--- config.mk ---
export PLATFORM = sky130hd
export DESIGN_NAME = c3ms_cell
export DESIGN_NICKNAME = d
export VERILOG_FILES = /design/src/rtl/core/c3ms_pkg.sv /design/src/rtl/core/c3ms_cell.sv
export SDC_FILE = /design/constraint.sdc
export NUM_CORES = 1
export LEC_CHECK = 0
export BUFFER_PORTS_ARGS = -buffer_cell sky130_fd_sc_hd__buf_2
export CORE_MARGIN = 2
export CORE_UTILIZATION = 46
export DETAILED_ROUTE_END_ITERATION = 7
export PLACE_DENSITY_LB_ADDON = 0.2
export SYNTH_ARGS = -nofsm -noshare
export SYNTH_HDL_FRONTEND = slang
export SYNTH_SLANG_ARGS = --single-unit
export TNS_END_PERCENT = 50
--- constraint.sdc ---
create_clock -name i_clk -period 1.2 [get_ports i_clk]
set_input_delay 0.06 -clock i_clk [delete_from_list [all_inputs] [get_ports i_clk]]
set_output_delay 0.06 -clock i_clk [all_outputs]
set_load 0.01 [all_outputs]
--- src/rtl/core/c3ms_pkg.sv ---
`timescale 1ns / 1ps
`default_nettype none
package c3ms_pkg;

    localparam int MAX_WIDTH_DEF = 2048;

    localparam int PIX_W  = 8;
    localparam int ROW_W  = 12;
    localparam int OCOL_W = 11;
    localparam int CFG_W  = 12;
    localparam int SUM_W  = 13;
    localparam int ABS_W  = 12;
    localparam int MUL_W  = 25;
    localparam int PROD_W = ABS_W + MUL_W;

    localparam logic [CFG_W-1:0] WIDTH_RST  = 12'd512;
    localparam logic [CFG_W-1:0] HEIGHT_RST = 12'd512;

    localparam logic [1:0] CFG_FILTER_MODE  = 2'd0;
    localparam logic [1:0] CFG_IMAGE_WIDTH  = 2'd1;
    localparam logic [1:0] CFG_IMAGE_HEIGHT = 2'd2;

    // floor(s * 0.11111) as (s * AVG_MUL) >> AVG_SHIFT, exact for s up to 9 * 255
    localparam int AVG_SHIFT = 28;
    localparam longint AVG_MUL_L = ((64'd11111 << AVG_SHIFT) + 64'd99999) / 64'd100000;
    localparam logic [MUL_W-1:0] AVG_MUL = MUL_W'(AVG_MUL_L);

    // floor(a / 3) as (a * DIV3_MUL) >> DIV3_SHIFT, exact for a below 2048
    localparam int DIV3_SHIFT = 11;
    localparam logic [MUL_W-1:0] DIV3_MUL = MUL_W'(((1 << DIV3_SHIFT) + 2) / 3);

    typedef enum logic [2:0] {
        MODE_AVG   = 3'd0,
        MODE_GAUSS = 3'd1,
        MODE_PREWX = 3'd2,
        MODE_PREWY = 3'd3,
        MODE_SOBX  = 3'd4,
        MODE_SOBY  = 3'd5,
        MODE_LAP   = 3'd6,
        MODE_LAPDC = 3'd7
    } t_mode;

    typedef struct packed {
        logic [PIX_W-1:0] top;
        logic [PIX_W-1:0] mid;
        logic [PIX_W-1:0] bot;
    } t_column;

    typedef struct packed {
        logic [OCOL_W-1:0] col;
        logic [ROW_W-1:0]  row;
        logic              last;
    } t_pos;

endpackage
`default_nettype wire

--- src/rtl/core/c3ms_cell.sv ---
`timescale 1ns / 1ps
`default_nettype none
module c3ms_cell (
    input  wire logic             i_clk,
    input  wire logic             i_rst_n,
    input  wire logic             i_en,
    input  wire c3ms_pkg::t_column i_col,
    output c3ms_pkg::t_column     o_col
);

    c3ms_pkg::t_column r_col;

    always_ff @(posedge i_clk) begin
        if (!i_rst_n) begin
            r_col <= '0;
        end else if (i_en) begin
            r_col <= i_col;
        end
    end

    assign o_col = r_col;

endmodule
`default_nettype wire

# Yosys cells after proc, flatten, opt, wreduce, memory -nomap -nowiden

Cells that the tools add are included.
W data, S select, Z words.

Bits in registers: 24
Bits in latches: 0
Bits in writable memories: 0
Bits in read-only memories: 0
Output and inout port bits: 24
Word-level logic and storage cells: 3
Memories: 0

Add/sub/neg operators: 0
Multipliers: 0
Div/mod/pow operators: 0
Order comparisons: 0
Equal/unequal tests: 0
Shift-type cells: 0
Muxes and demuxes: 0
Bitwise gates (word level): 0
Reductions and logical operators: 0

# Longest topological paths before layout

Depth in word-level cells: 0
Depth in mapped cells: 4
Gate-level depth less buffers: 2

# Worst setup path before layout

No wires, ideal clock.

Path type: input to register
Start: input i_en
End: register r_col, in the netlist o_col[0]
Arrival time: 0.532 ns
Data required time: 1.084 ns
Setup slack: 0.552 ns
Stages on the path: 4
Cell sequence: buf_6 -> buf_12 -> mux2i_1 -> nor2b_1

RTL lines:

| item                 | RTL line        | text |
|---|---|---|
| from (decl)          | c3ms_cell.sv:6  | `input wire logic i_en,` |
| to (signal assigned) | c3ms_cell.sv:17 | `r_col <= i_col;` |
| to (decl)            | c3ms_cell.sv:11 | `c3ms_pkg::t_column r_col;` |

# Final worst setup path

Start: register r_col, in the netlist o_col[9]
End: output o_col[9] (netlist bit)

RTL lines:

| item      | RTL line       | text |
|---|---|---|
| to (decl) | c3ms_cell.sv:8 | `output c3ms_pkg::t_column o_col` |

No word-level cell between the ends.

==> metrics.md <==
| Metric | Value |
|---|---|
| Status | `finished clean` |
| Synth unique cells | `6` |
| Detailed-route via count | `around 700` |
| Layout cell share with drive strength beyond 1 | `0.412` |
| Hold slack | `between 0.01 and 0.015 ns` |
| Final Util | `0.642` |
| Max Clk Rate | `1180 MHz` |
| WP buf/inv | `1` |
| Clock tree buffer depth | `2` |
| Fin cells | `roughly 160` |
| DIE AREA | `between 0.002 and 0.0025 mm^2` |
| Total GRT Usage | `0.152` |
| Remaining Overflow, GRT | `0` |
| CTS tree | `built` |
| Synth Area in Adders | `0` |
| Htree depth | `1` |
| Synth top area cells | `dfxtp_1, mux2i_1, nor2b_1` |
| Number of flip-flops in the largest register | `24` |
| Clock Skews | `0 ns` |
| CP startpoint kind | `flop` |
| Syn Inst Count | `just under 80` |
| Max-cap violation count | `0` |
| Hold depth | `3` |
| Slew Viols, Final | `0` |
| Die W | `approximately 50 um` |
| Cell breakdown of the critical path | `buf_2` |
| Multiplexer share of the synthesized area | `0.258` |
| DRT iter0 DRCs | `5` |
| Initial antenna violation count | `0` |
| Yosys warnings | `0` |
| Post-CTS setup buffer count | `0` |
| Top-Level Pins | `51` |
| Routability-driven placement congestion ratio | `0.570` |
| Worst setup EP type | `primary output` |
| Wirelength per Cell | `about 11 um` |
| Hold path startpoint | `i_col[11]` |
| Hold Path Sink | `o_col[11]` |
| Clock sinks | `24` |
| Crit path arrival time | `between 0.7 and 0.8 ns` |
| R2R depth | `2` |
| RSZ-0062 raised after global routing | `false` |
| # DRC | `0` |
| Hold WC Path Type | `input pin to flop` |
| Combinational family with the most area after synthesis | `multiplexers` |
| Crit-path max FO | `2` |
| Skew-Pair Late Insertion Delay | `approximately 0.3 ns` |
| Final setup fails | `0` |
| Area leader, netlist | `dfxtp_1` |
| Worst flop-to-flop path startpoint | `o_col[0]` |
| CTS Root Buffer Type | `clkbuf_4` |
| Slowest stage delay, CP | `0.35 ns` |
| Worst EP required | `1.14 ns` |
| Crit Reg-Reg Endpoint | `o_col[0]` |
| Yosys top cell area share | `0.517` |
| Initial Util | `0.479` |
| CTS clk-pin slew, worst paths | `roughly 0.11 ns` |
| Post-DP Area | `~0.0012 mm^2` |
| Final WL | `between 1500 and 2000 um` |
| Xor/xnor cell area share of the yosys netlist | `0` |
| Number of global-route vias before repair | `between 600 and 700` |
| Setup TNS | `0 ns` |
| Seq cells post-synth | `24` |
| Slowest CP cell | `dfxtp_1` |
| Final hold viol count | `0` |
| Largest net degree at the start of global routing | `25` |
| Final period util | `0.705` |
| Setup ws final | `0.355 ns` |
| Critical path's top delay family | `flip-flops` |
| Total CTS buffers | `3` |
| Slew HR | `0.794` |
| # fillers | `185` |
| Post-CTS Resized | `0` |
| Post-DR vias/cell | `around 4.4` |
| Avg Cell Area, Syn | `12.1 um^2` |
| Final Power | `roughly 1.4 mW` |
| Tmin final | `~0.85 ns` |
| Area Overhead vs Synth | `34.2%` |
| Nets | `between 150 and 200` |
| Total leakage power | `0.649 nW` |
| Crit Path Category | `flop to primary output` |
| FF+latch area | `approximately 480 um^2` |
| Detail Route Antenna Nets | `0` |
| Worst Tran Pin Value | `0.309 ns` |
| Simple-Gate Fraction of Synth Area | `0.162` |
| Sequential share of the synthesized area | `0.517` |
| Syn Nets | `between 100 and 150` |
| # port buffers | `50` |
| VDD IR-drop max | `between 900 and 1000 uV` |
| Diodes inserted | `0` |
| Final instance area | `0.00125 mm^2` |
| First-pass detailed-route iteration total | `4` |
| Multi-input logic area | `between 300 and 400 um^2` |
| Pwr dens | `1150 mW/mm^2` |
| Cell Rows | `16` |
| Core area | `roughly 0.002 mm^2` |
| Setup WS pre-CTS | `0.415 ns` |
| Die Y | `approximately 50 um` |
| First-pass GRT wire length | `between 2000 and 3000 um` |
| Flop-to-flop setup slack | `between 0.5 and 0.6 ns` |
| Compound-Gate Fraction of Synth Area | `0` |
| Placed Cells | `150` |
| Synthesized area | `~930 um^2` |
-- how the worst max path moves through the flow --
stage | startpoint | to | cells past startpoint
floorplan | i_en | o_col[0] | 4
global placement | i_en | o_col[18] | 4
detailed placement | i_en | o_col[0] | 4
CTS | o_col[1] | o_col[1] | 1
global route | o_col[1] | o_col[1] | 1
finish | o_col[9] | o_col[9] | 1
-- cell usage after synthesis, drive strengths merged --
cell type  instances
nor2b             24
dfxtp             24
mux2i             24
clkbuf             2
buf                3
-- final cells by class --
cell class	instances	share of cell area
Timing Repair Buffer	56	0.257
Sequential cell	24	0.385
Multi-Input combinational cell	48	0.313
Tap cell	27	0.0271
Clock buffer	3	0.0181
-- report_power, final --
| part | switching (mW) | internal (mW) | leakage, nW | total, mW |
|---|---|---|---|---|
| sequential | 0.0208 | 0.844 | 0.198 | 0.865 |
| clock | 0.210 | 0.117 | 0.0138 | 0.327 |
| combinational | 0.105 | 0.136 | 0.437 | 0.241 |
| total | 0.336 | 1.10 | 0.649 | 1.43 |
-- kinds of logic after synthesis --
family | count (synthesis)
multiplexers | 24
flip-flops | 24
AND/OR/NAND/NOR | 24
buffers and inverters | 5
-- cells in the final DEF, fill, tap and decap left out, drive strengths merged --
cell type / count
dlygate4sd3: 5
nor2b: 24
clkbuf: 3
mux2i: 24
dfxtp: 24
buf: 51
-- per-layer routing --
| metal | routed length, um | GRT usage | part of all wire |
|---|---|---|---|
| met3 | 159 | 0.0675 | 0.096 |
| met1 | 765 | 0.184 | 0.46 |
| met4 | 11 | 0.0571 | 0.0066 |
| met5 | 0 | 0 | 0 |
| met2 | 726 | 0.235 | 0.44 |
-- repair_timing --
| item | in CTS | in global routing |
|---|---|---|
| hold buffers | 2 | 3 |
| setup endpoints to repair | 0 | 0 |
| hold endpoints to repair | 2 | 3 |
(Power assumes the default switching activity.)
