## config.mk

```make
export PLATFORM = sky130hd
export DESIGN_NAME = c3ms_kernel
export DESIGN_NICKNAME = d
export VERILOG_FILES = /design/src/rtl/core/c3ms_pkg.sv /design/src/rtl/core/c3ms_kernel.sv
export SDC_FILE = /design/constraint.sdc
export NUM_CORES = 1
export LEC_CHECK = 0
export BUFFER_PORTS_ARGS = -buffer_cell sky130_fd_sc_hd__buf_2
export CORE_ASPECT_RATIO = 1.1
export CORE_UTILIZATION = 45
export CTS_CLUSTER_SIZE = 16
export DETAILED_ROUTE_END_ITERATION = 12
export REMOVE_ABC_BUFFERS = 1
export SETUP_SLACK_MARGIN = 0.2
export SYNTH_ARGS = -nofsm -noshare
export SYNTH_HDL_FRONTEND = slang
export SYNTH_SLANG_ARGS = --single-unit
```

## constraint.sdc

```tcl
create_clock -name i_clk -period 20.9 [get_ports i_clk]
set_clock_uncertainty 0.2 [all_clocks]
set_input_delay 2.09 -clock i_clk [delete_from_list [all_inputs] [get_ports i_clk]]
set_output_delay 2.09 -clock i_clk [all_outputs]
set_load 0.005 [all_outputs]
```

## src/rtl/core/c3ms_pkg.sv

```systemverilog
`timescale 1ns / 1ps
`default_nettype none
package c3ms_pkg;

    localparam int MAX_WIDTH_DEF = 2048;

    localparam int PIX_W  = 8;
    localparam int ROW_W  = 12;
    localparam int OCOL_W = 11;
    localparam int CFG_W  = 12;
    localparam int SUM_W  = 13;
    localparam int ABS_W  = 12;
    localparam int MUL_W  = 25;
    localparam int PROD_W = ABS_W + MUL_W;

    localparam logic [CFG_W-1:0] WIDTH_RST  = 12'd512;
    localparam logic [CFG_W-1:0] HEIGHT_RST = 12'd512;

    localparam logic [1:0] CFG_FILTER_MODE  = 2'd0;
    localparam logic [1:0] CFG_IMAGE_WIDTH  = 2'd1;
    localparam logic [1:0] CFG_IMAGE_HEIGHT = 2'd2;

    // floor(s * 0.11111) as (s * AVG_MUL) >> AVG_SHIFT, exact for s up to 9 * 255
    localparam int AVG_SHIFT = 28;
    localparam longint AVG_MUL_L = ((64'd11111 << AVG_SHIFT) + 64'd99999) / 64'd100000;
    localparam logic [MUL_W-1:0] AVG_MUL = MUL_W'(AVG_MUL_L);

    // floor(a / 3) as (a * DIV3_MUL) >> DIV3_SHIFT, exact for a below 2048
    localparam int DIV3_SHIFT = 11;
    localparam logic [MUL_W-1:0] DIV3_MUL = MUL_W'(((1 << DIV3_SHIFT) + 2) / 3);

    typedef enum logic [2:0] {
        MODE_AVG   = 3'd0,
        MODE_GAUSS = 3'd1,
        MODE_PREWX = 3'd2,
        MODE_PREWY = 3'd3,
        MODE_SOBX  = 3'd4,
        MODE_SOBY  = 3'd5,
        MODE_LAP   = 3'd6,
        MODE_LAPDC = 3'd7
    } t_mode;

    typedef struct packed {
        logic [PIX_W-1:0] top;
        logic [PIX_W-1:0] mid;
        logic [PIX_W-1:0] bot;
    } t_column;

    typedef struct packed {
        logic [OCOL_W-1:0] col;
        logic [ROW_W-1:0]  row;
        logic              last;
    } t_pos;

endpackage
`default_nettype wire

```

## src/rtl/core/c3ms_kernel.sv

```systemverilog
`timescale 1ns / 1ps
`default_nettype none
module c3ms_kernel (
    input  wire logic                           i_clk,
    input  wire logic                           i_rst_n,
    input  wire logic                           i_valid,
    output logic                                o_ready,
    input  wire c3ms_pkg::t_mode                i_mode,
    input  wire c3ms_pkg::t_column              i_left,
    input  wire c3ms_pkg::t_column              i_center,
    input  wire c3ms_pkg::t_column              i_right,
    input  wire c3ms_pkg::t_pos                 i_pos,
    output logic                                o_valid,
    input  wire logic                           i_ready,
    output logic [c3ms_pkg::PIX_W-1:0]          o_pixel,
    output c3ms_pkg::t_pos                      o_pos
);

    logic signed [c3ms_pkg::SUM_W-1:0] p00, p01, p02, p10, p11, p12, p20, p21, p22;
    logic signed [c3ms_pkg::SUM_W-1:0] sum9;
    logic signed [c3ms_pkg::SUM_W-1:0] n_sum;

    logic                              r_s_valid;
    logic signed [c3ms_pkg::SUM_W-1:0] r_s;
    c3ms_pkg::t_mode                   r_s_mode;
    c3ms_pkg::t_pos                    r_s_pos;

    logic                              s_ready;
    logic                              o_free;
    logic [c3ms_pkg::ABS_W-1:0]        mag;
    logic [c3ms_pkg::MUL_W-1:0]        k_sel;
    logic [c3ms_pkg::PROD_W-1:0]       prod;
    logic [c3ms_pkg::PROD_W-1:0]       q_avg;
    logic [c3ms_pkg::PROD_W-1:0]       q_div3;
    logic [c3ms_pkg::PIX_W-1:0]        n_pixel;

    logic                              r_o_valid;
    logic [c3ms_pkg::PIX_W-1:0]        r_o_pixel;
    c3ms_pkg::t_pos                    r_o_pos;

    assign p00 = $signed({5'd0, i_left.top});
    assign p10 = $signed({5'd0, i_left.mid});
    assign p20 = $signed({5'd0, i_left.bot});
    assign p01 = $signed({5'd0, i_center.top});
    assign p11 = $signed({5'd0, i_center.mid});
    assign p21 = $signed({5'd0, i_center.bot});
    assign p02 = $signed({5'd0, i_right.top});
    assign p12 = $signed({5'd0, i_right.mid});
    assign p22 = $signed({5'd0, i_right.bot});

    assign sum9 = p00 + p01 + p02 + p10 + p11 + p12 + p20 + p21 + p22;

    always_comb begin
        case (i_mode)
            c3ms_pkg::MODE_AVG:   n_sum = sum9;
            c3ms_pkg::MODE_GAUSS: n_sum = p00 + (p01 <<< 1) + p02 + (p10 <<< 1) + (p11 <<< 2)
                                        + (p12 <<< 1) + p20 + (p21 <<< 1) + p22;
            c3ms_pkg::MODE_PREWX: n_sum = (p02 + p12 + p22) - (p00 + p10 + p20);
            c3ms_pkg::MODE_PREWY: n_sum = (p20 + p21 + p22) - (p00 + p01 + p02);
            c3ms_pkg::MODE_SOBX:  n_sum = (p02 + (p12 <<< 1) + p22) - (p00 + (p10 <<< 1) + p20);
            c3ms_pkg::MODE_SOBY:  n_sum = (p20 + (p21 <<< 1) + p22) - (p00 + (p01 <<< 1) + p02);
            c3ms_pkg::MODE_LAP:   n_sum = (p11 <<< 3) + p11 - sum9;
            c3ms_pkg::MODE_LAPDC: n_sum = (p11 <<< 3) + (p11 <<< 1) - sum9;
            default:              n_sum = sum9;
        endcase
    end

    assign o_free  = !r_o_valid || i_ready;
    assign s_ready = !r_s_valid || o_free;
    assign o_ready = s_ready;

    always_ff @(posedge i_clk) begin
        if (!i_rst_n) begin
            r_s_valid <= 1'b0;
        end else if (s_ready) begin
            r_s_valid <= i_valid;
        end
    end

    always_ff @(posedge i_clk) begin
        if (s_ready && i_valid) begin
            r_s      <= n_sum;
            r_s_mode <= i_mode;
            r_s_pos  <= i_pos;
        end
    end

    assign mag    = r_s[c3ms_pkg::SUM_W-1] ? c3ms_pkg::ABS_W'(-r_s) : c3ms_pkg::ABS_W'(r_s);
    assign k_sel  = (r_s_mode == c3ms_pkg::MODE_AVG) ? c3ms_pkg::AVG_MUL : c3ms_pkg::DIV3_MUL;
    assign prod   = c3ms_pkg::PROD_W'(mag) * c3ms_pkg::PROD_W'(k_sel);
    assign q_avg  = prod >> c3ms_pkg::AVG_SHIFT;
    assign q_div3 = prod >> c3ms_pkg::DIV3_SHIFT;

    always_comb begin
        case (r_s_mode)
            c3ms_pkg::MODE_AVG:   n_pixel = q_avg[7:0];
            c3ms_pkg::MODE_GAUSS: n_pixel = r_s[11:4];
            c3ms_pkg::MODE_PREWX: n_pixel = q_div3[7:0];
            c3ms_pkg::MODE_PREWY: n_pixel = q_div3[7:0];
            c3ms_pkg::MODE_SOBX:  n_pixel = mag[9:2];
            c3ms_pkg::MODE_SOBY:  n_pixel = mag[9:2];
            c3ms_pkg::MODE_LAP:   n_pixel = mag[10:3];
            c3ms_pkg::MODE_LAPDC: begin
                if (r_s[c3ms_pkg::SUM_W-1]) begin
                    n_pixel = 8'd0;
                end else if (r_s > 13'sd255) begin
                    n_pixel = 8'd255;
                end else begin
                    n_pixel = r_s[7:0];
                end
            end
            default:              n_pixel = q_avg[7:0];
        endcase
    end

    always_ff @(posedge i_clk) begin
        if (!i_rst_n) begin
            r_o_valid <= 1'b0;
        end else if (o_free) begin
            r_o_valid <= r_s_valid;
        end
    end

    always_ff @(posedge i_clk) begin
        if (o_free && r_s_valid) begin
            r_o_pixel <= n_pixel;
            r_o_pos   <= r_s_pos;
        end
    end

    assign o_valid = r_o_valid;
    assign o_pixel = r_o_pixel;
    assign o_pos   = r_o_pos;

endmodule
`default_nettype wire

```

; Yosys cells after proc, flatten, opt, wreduce, memory -nomap -nowiden
; Index checks and enable logic that the tools add are counted.
[totals]
reg_bits = 74
output_inout_bits = 34
wordCells = 80
[op_classes]
n_addsub = 37
multipliers = 1
magnitude_cmp = 1
eq_ne = 14
muxes = 6
reduce_logical = 10
[op_table]
columns = op, n
row1 = $add A13 B9 Y13, 8
row2 = $pmux W13 S8, 1
row3 = $pmux W8 S6, 1
row4 = $add A10 B8 Y11, 4
row5 = $add A8 B9 Y10, 4
row6 = $add A9 B8 Y10, 4
row7 = $add A13 B10 Y13, 3
row8 = $add A8 B8 Y9, 4
row9 = $mul A12 B25 Y36, 1
row10 = $sub A13 B13 Y13, 2
row11 = $mux W25, 1
row12 = $eq A3 B3 Y1 const B, 8
row13 = $sub A11 B11 Y12, 2
row14 = $sub A10 B10 Y11, 2
row15 = $mux W8, 2
row16 = $add A13 B11 Y13, 1
row17 = $gt A13 B9 Y1 const B, 1
row18 = $add A11 B8 Y12, 1
row19 = $add A11 B9 Y12, 1
row20 = $eq A3 B2 Y1 const B, 4
row21 = $mux W12, 1
row22 = $neg A12 Y12, 1
row23 = $eq A3 B1 Y1 const B, 2
row24 = $logic_not A3 Y1, 2
row25 = 4 further kinds, 8

; Depth between registers and ports, before layout
[logic_depth]
word_depth = 10
depth_mapped = 28
ltp_nobuf = 28

; Worst setup path before layout
; OpenSTA, ideal clock, no wires.
[synth_path]
path_type = input to register
from = input i_left[2] in the netlist's numbering
to = register r_s[11] in the netlist's numbering, data pin
setup_time_ps = 256
arrival_time_ps = 6938
required_ps = 20444
path_slack_ps = 13506
cell_stages = 21
n_path_buf = 0
path_cell_list = inv_1 -> fa_1 -> inv_1 -> fa_1 -> inv_1 -> fa_1 -> fa_1 -> inv_1 -> fa_1 -> a21o_1 -> a21oi_1 -> o21bai_1 -> a21oi_1 -> xor2_1 -> ha_1 -> and3_1 -> a21oi_1 -> o21ai_1 -> o41ai_1 -> xnor2_1 -> a22o_1
[synth_between]
elab_chain_cells = 5
[synth_rtl]
columns = item, line_no
row1 = start: declaration, c3ms_kernel.sv:9  ; input wire c3ms_pkg::t_column i_left,
row2 = $add A13 B9 Y13 (3 in a row), c3ms_kernel.sv:51  ; assign sum9 = p00 + p01 + p02 + p10 + p11 + p12 + p20 + p21 + p22;
row3 = "$sub A13 B13 Y13, on equally long branches", "c3ms_kernel.sv:63, c3ms_kernel.sv:62"
row4 = $pmux W13 S8 *, c3ms_kernel.sv:54  ; case (i_mode)
row5 = net n_sum (one bit), c3ms_kernel.sv:21  ; logic signed [c3ms_pkg::SUM_W-1:0] n_sum;
row6 = end signal: assignment, c3ms_kernel.sv:82  ; r_s <= n_sum;
row7 = end: declaration, c3ms_kernel.sv:24  ; logic signed [c3ms_pkg::SUM_W-1:0] r_s;
; The timed path passes the listed nets; every way through them passes the cells marked *.
; A chain may end at the register's enable or synchronous reset.

; Worst setup path after layout
[layout_path]
from = register r_s[0] in the netlist's numbering
to = register r_o_pixel (netlist bit o_pixel[5]), data pin
[layout_between]
elab_chain_cells = 4
[layout_rtl]
columns = item, line_no
row1 = $neg A12 Y12 or $gt A13 B9 Y1 (tied branches), "c3ms_kernel.sv:88, c3ms_kernel.sv:106"
row2 = $mux W12 or $mux W8 (tied branches), "c3ms_kernel.sv:88, c3ms_kernel.sv:106"
row3 = $mul A12 B25 Y36 or $mux W8 (tied branches), "c3ms_kernel.sv:90, c3ms_kernel.sv:104"
row4 = $pmux W8 S6 *, c3ms_kernel.sv:95  ; case (r_s_mode)
row5 = net n_pixel (one bit), c3ms_kernel.sv:35  ; logic [c3ms_pkg::PIX_W-1:0] n_pixel;
row6 = end signal: assignment, c3ms_kernel.sv:126  ; r_o_pixel <= n_pixel;
row7 = end: declaration, c3ms_kernel.sv:38  ; logic [c3ms_pkg::PIX_W-1:0] r_o_pixel;
; Marked as above.

==> results.cfg <==
[setup_path]
path_delay_family = adder cells
critPathSlowestCell = xnor2_1
crit_type = reg2reg
max_stage_delay_ns = 0.67
cp_max_fo = 9
cp.required_ns = 20.87
arrival_ns = 7.93
end_kind = flop
start_kind = flop
crit_chain = inv_1 -> ha_1 -> nand2_1 -> o31ai_1 -> nand2_1 -> xnor2_1 -> nor2_1 -> inv_1 -> fa_1 -> fa_1 -> inv_1 -> fa_1 -> inv_1 -> fa_1 -> inv_1 -> ha_1 -> nand3_1 -> nor4_1 -> nand3_1 -> a2111oi_2 -> o31ai_4 -> a21oi_1 -> mux2_1 -> o21ai_1
r2r_start = r_s[0]$_DFFE_PP_
critPathBufInv = 5
cp_common_cell = inv_1
cp-startpoint = r_s[0]$_DFFE_PP_

[sta]
setup_violations = 0
min_period_ns = 7.96
worstMarginPinSlew_ns = 0.985
slew_headroom_pct = 34.3
hold_viol_final = 0
period_share_pct = 38.1
max_freq_mhz = 126
finalSetupTns_ns = 0
slew_viol_final = 0
grt_setup_unrepaired = no

[drt]
vias_per_cell = 5.16
wl_um = 43200
first_pass_iters = 7
dr.first_iter.drc_count = 712
wl_per_cell_um = 18.4
vias = 12100
drtAntennaViolNets = 0
drc = 0

[synth]
syn_area_um2 = 17000
synth_common_cells = inv_1, fa_1, ha_1
synth_flop_cell = edfxtp_1
yosysTopAreaCell = fa_1
synth_top_area_share_pct = 34.9
synth_top_cells_by_area = fa_1, ha_1, edfxtp_1
syn_avg_cell_area_um2 = 9.88
yosysUniqueCellTypes = 70
synth_seq_area_share_pct = 12.9
synth-seq-cells = 74
yosysMostFrequentCell = inv_1
synth_edf_count = 72
yosysWarningCount = 0
syn_inst = 1724
ys_async_sr_fraction_pct = 0

[clock_network]
post_cts_resized = 0
post_cts_buffers = 0
clock_latency_ns = 0.32
cts_buffers = 9
cts-root-buf = clkbuf_16
cts-htree-levels = 3
clock-sinks = 74
cts_hold_buf = 0
cts_tree = built
cts_max_path_buffers = 2
clk_pin_slew_worst_paths_ns = 0.06

[global_route]
grt_overflow_total = 0
grt_pass1_wl_um = 70400
grt_pass1_vias = 12900
grtUsageTotal_pct = 23.6
antenna_found_initial = 0
grt_max_degree = 41

[die]
coreArea_um2 = 37200
num_rows = 74
die_h_um = 206
initial_core_util_pct = 45.7
dieArea_um2 = 38600
ioPinCount = 137
chipWidth_um = 187

[final_layout]
fin_nets = 2499
synthToLayoutAreaGrowth_pct = 9.23
antenna_cells = 0
drive_gt1_share_pct = 9.60
fillCellCount = 3572

[outcome]
status = completed

[placement]
io_buffers = 136
gp_congestion = 0.911
dp_hpwl_um = 38800

[run]
maxCapViolations = 0

[worst_hold_path]
hold_path.class = reg2reg
min_from = r_s_pos[13]$_DFFE_PP_
[final cells by class]
cell class	count	area (um^2)	area share, %
well taps	494	618	3.32
clock buffers	10	229	1.23
multi-input cells	1201	13100	70.7
inverters	419	1570	8.46
flip-flops and latches	74	2200	11.8
repair buffers	145	748	4.02
clock inverters	5	80.1	0.431
[cells by family after synthesis]
logic type	Yosys count	share of synthesized area [%]
AO/OA/AOI/OAI	307	11.9
buffers and inverters	450	9.92
adder cells (fa/ha/maj)	546	53.2
other	2	0.0441
multiplexers	9	0.559
AND/OR/NAND/NOR	246	6.79
XOR/XNOR	90	4.63
flip-flops	74	12.9
[cells in the final DEF, fill, tap and decap left out, types with 5 or more instances in the layout]
master     count
xnor2_1       56
buf_2        136
or2_2          5
and2_1         7
o21a_1        10
xor2_1        34
a21o_1        26
nor2_1        72
nand3_1       16
nor2b_1       15
nand2b_1       8
or3_1          5
edfxtp_1      72
clkbuf_16      9
o21bai_1      23
o21ai_1        6
o22ai_1       11
o21ai_0       51
mux2i_1        5
inv_1        418
buf_4          9
a22oi_1        7
a211oi_1      10
a31oi_1       10
a21oi_1       91
o211ai_1       7
and3_1         5
nand4_1        5
fa_1         297
o221ai_1       5
o41ai_1       10
ha_1         249
nand2_1       68
nor3_1        24
[path summary, 6_finish.rpt]
kind / endpoint / slack, ns / cells after the start
worst min-delay path: o_pos[13]$_DFFE_PP_ / 0.22 / 0
worst max-delay path: o_pixel[5]$_DFFE_PP_ / 12.94 / 24
worst max register to register: o_pixel[5]$_DFFE_PP_ / 12.94 / 24
worst min register to register: o_pos[13]$_DFFE_PP_ / 0.22 / 0
[sequential cells by signal (all words and copies together), names as in the netlist]
name,flops
r_s_valid,1
o_pixel,8
r_s_mode,3
o_pos,24
r_s_pos,24
o_valid,1
r_s,13
[through the flow]
stage                     utilization, %  hold WS, ns  worst slack (ns)  cells  area (um^2)
after detailed placement            49.1        0.205             12.71   2333        18300
final                               50.0        0.217             12.94   2348        18600
after global placement              49.1        0.200             12.88   2333        18300
after CTS                           50.0        0.218             12.94   2348        18600
after floorplan                        -        0.200             13.39   1694        16900
after global routing                50.0        0.221             12.29   2348        18600
[layer usage]
layer	vias to the layer above	global-route usage, %	wire (um)
li1	5852	-	-
met1	6004	30.5	18500
met2	205	43.3	22600
met3	58	1.38	1150
met4	0	5.75	958
met5	-	0	0
Power is not shown: default switching activity piles up to over one toggle a cycle in this logic, so the estimate is an artifact.
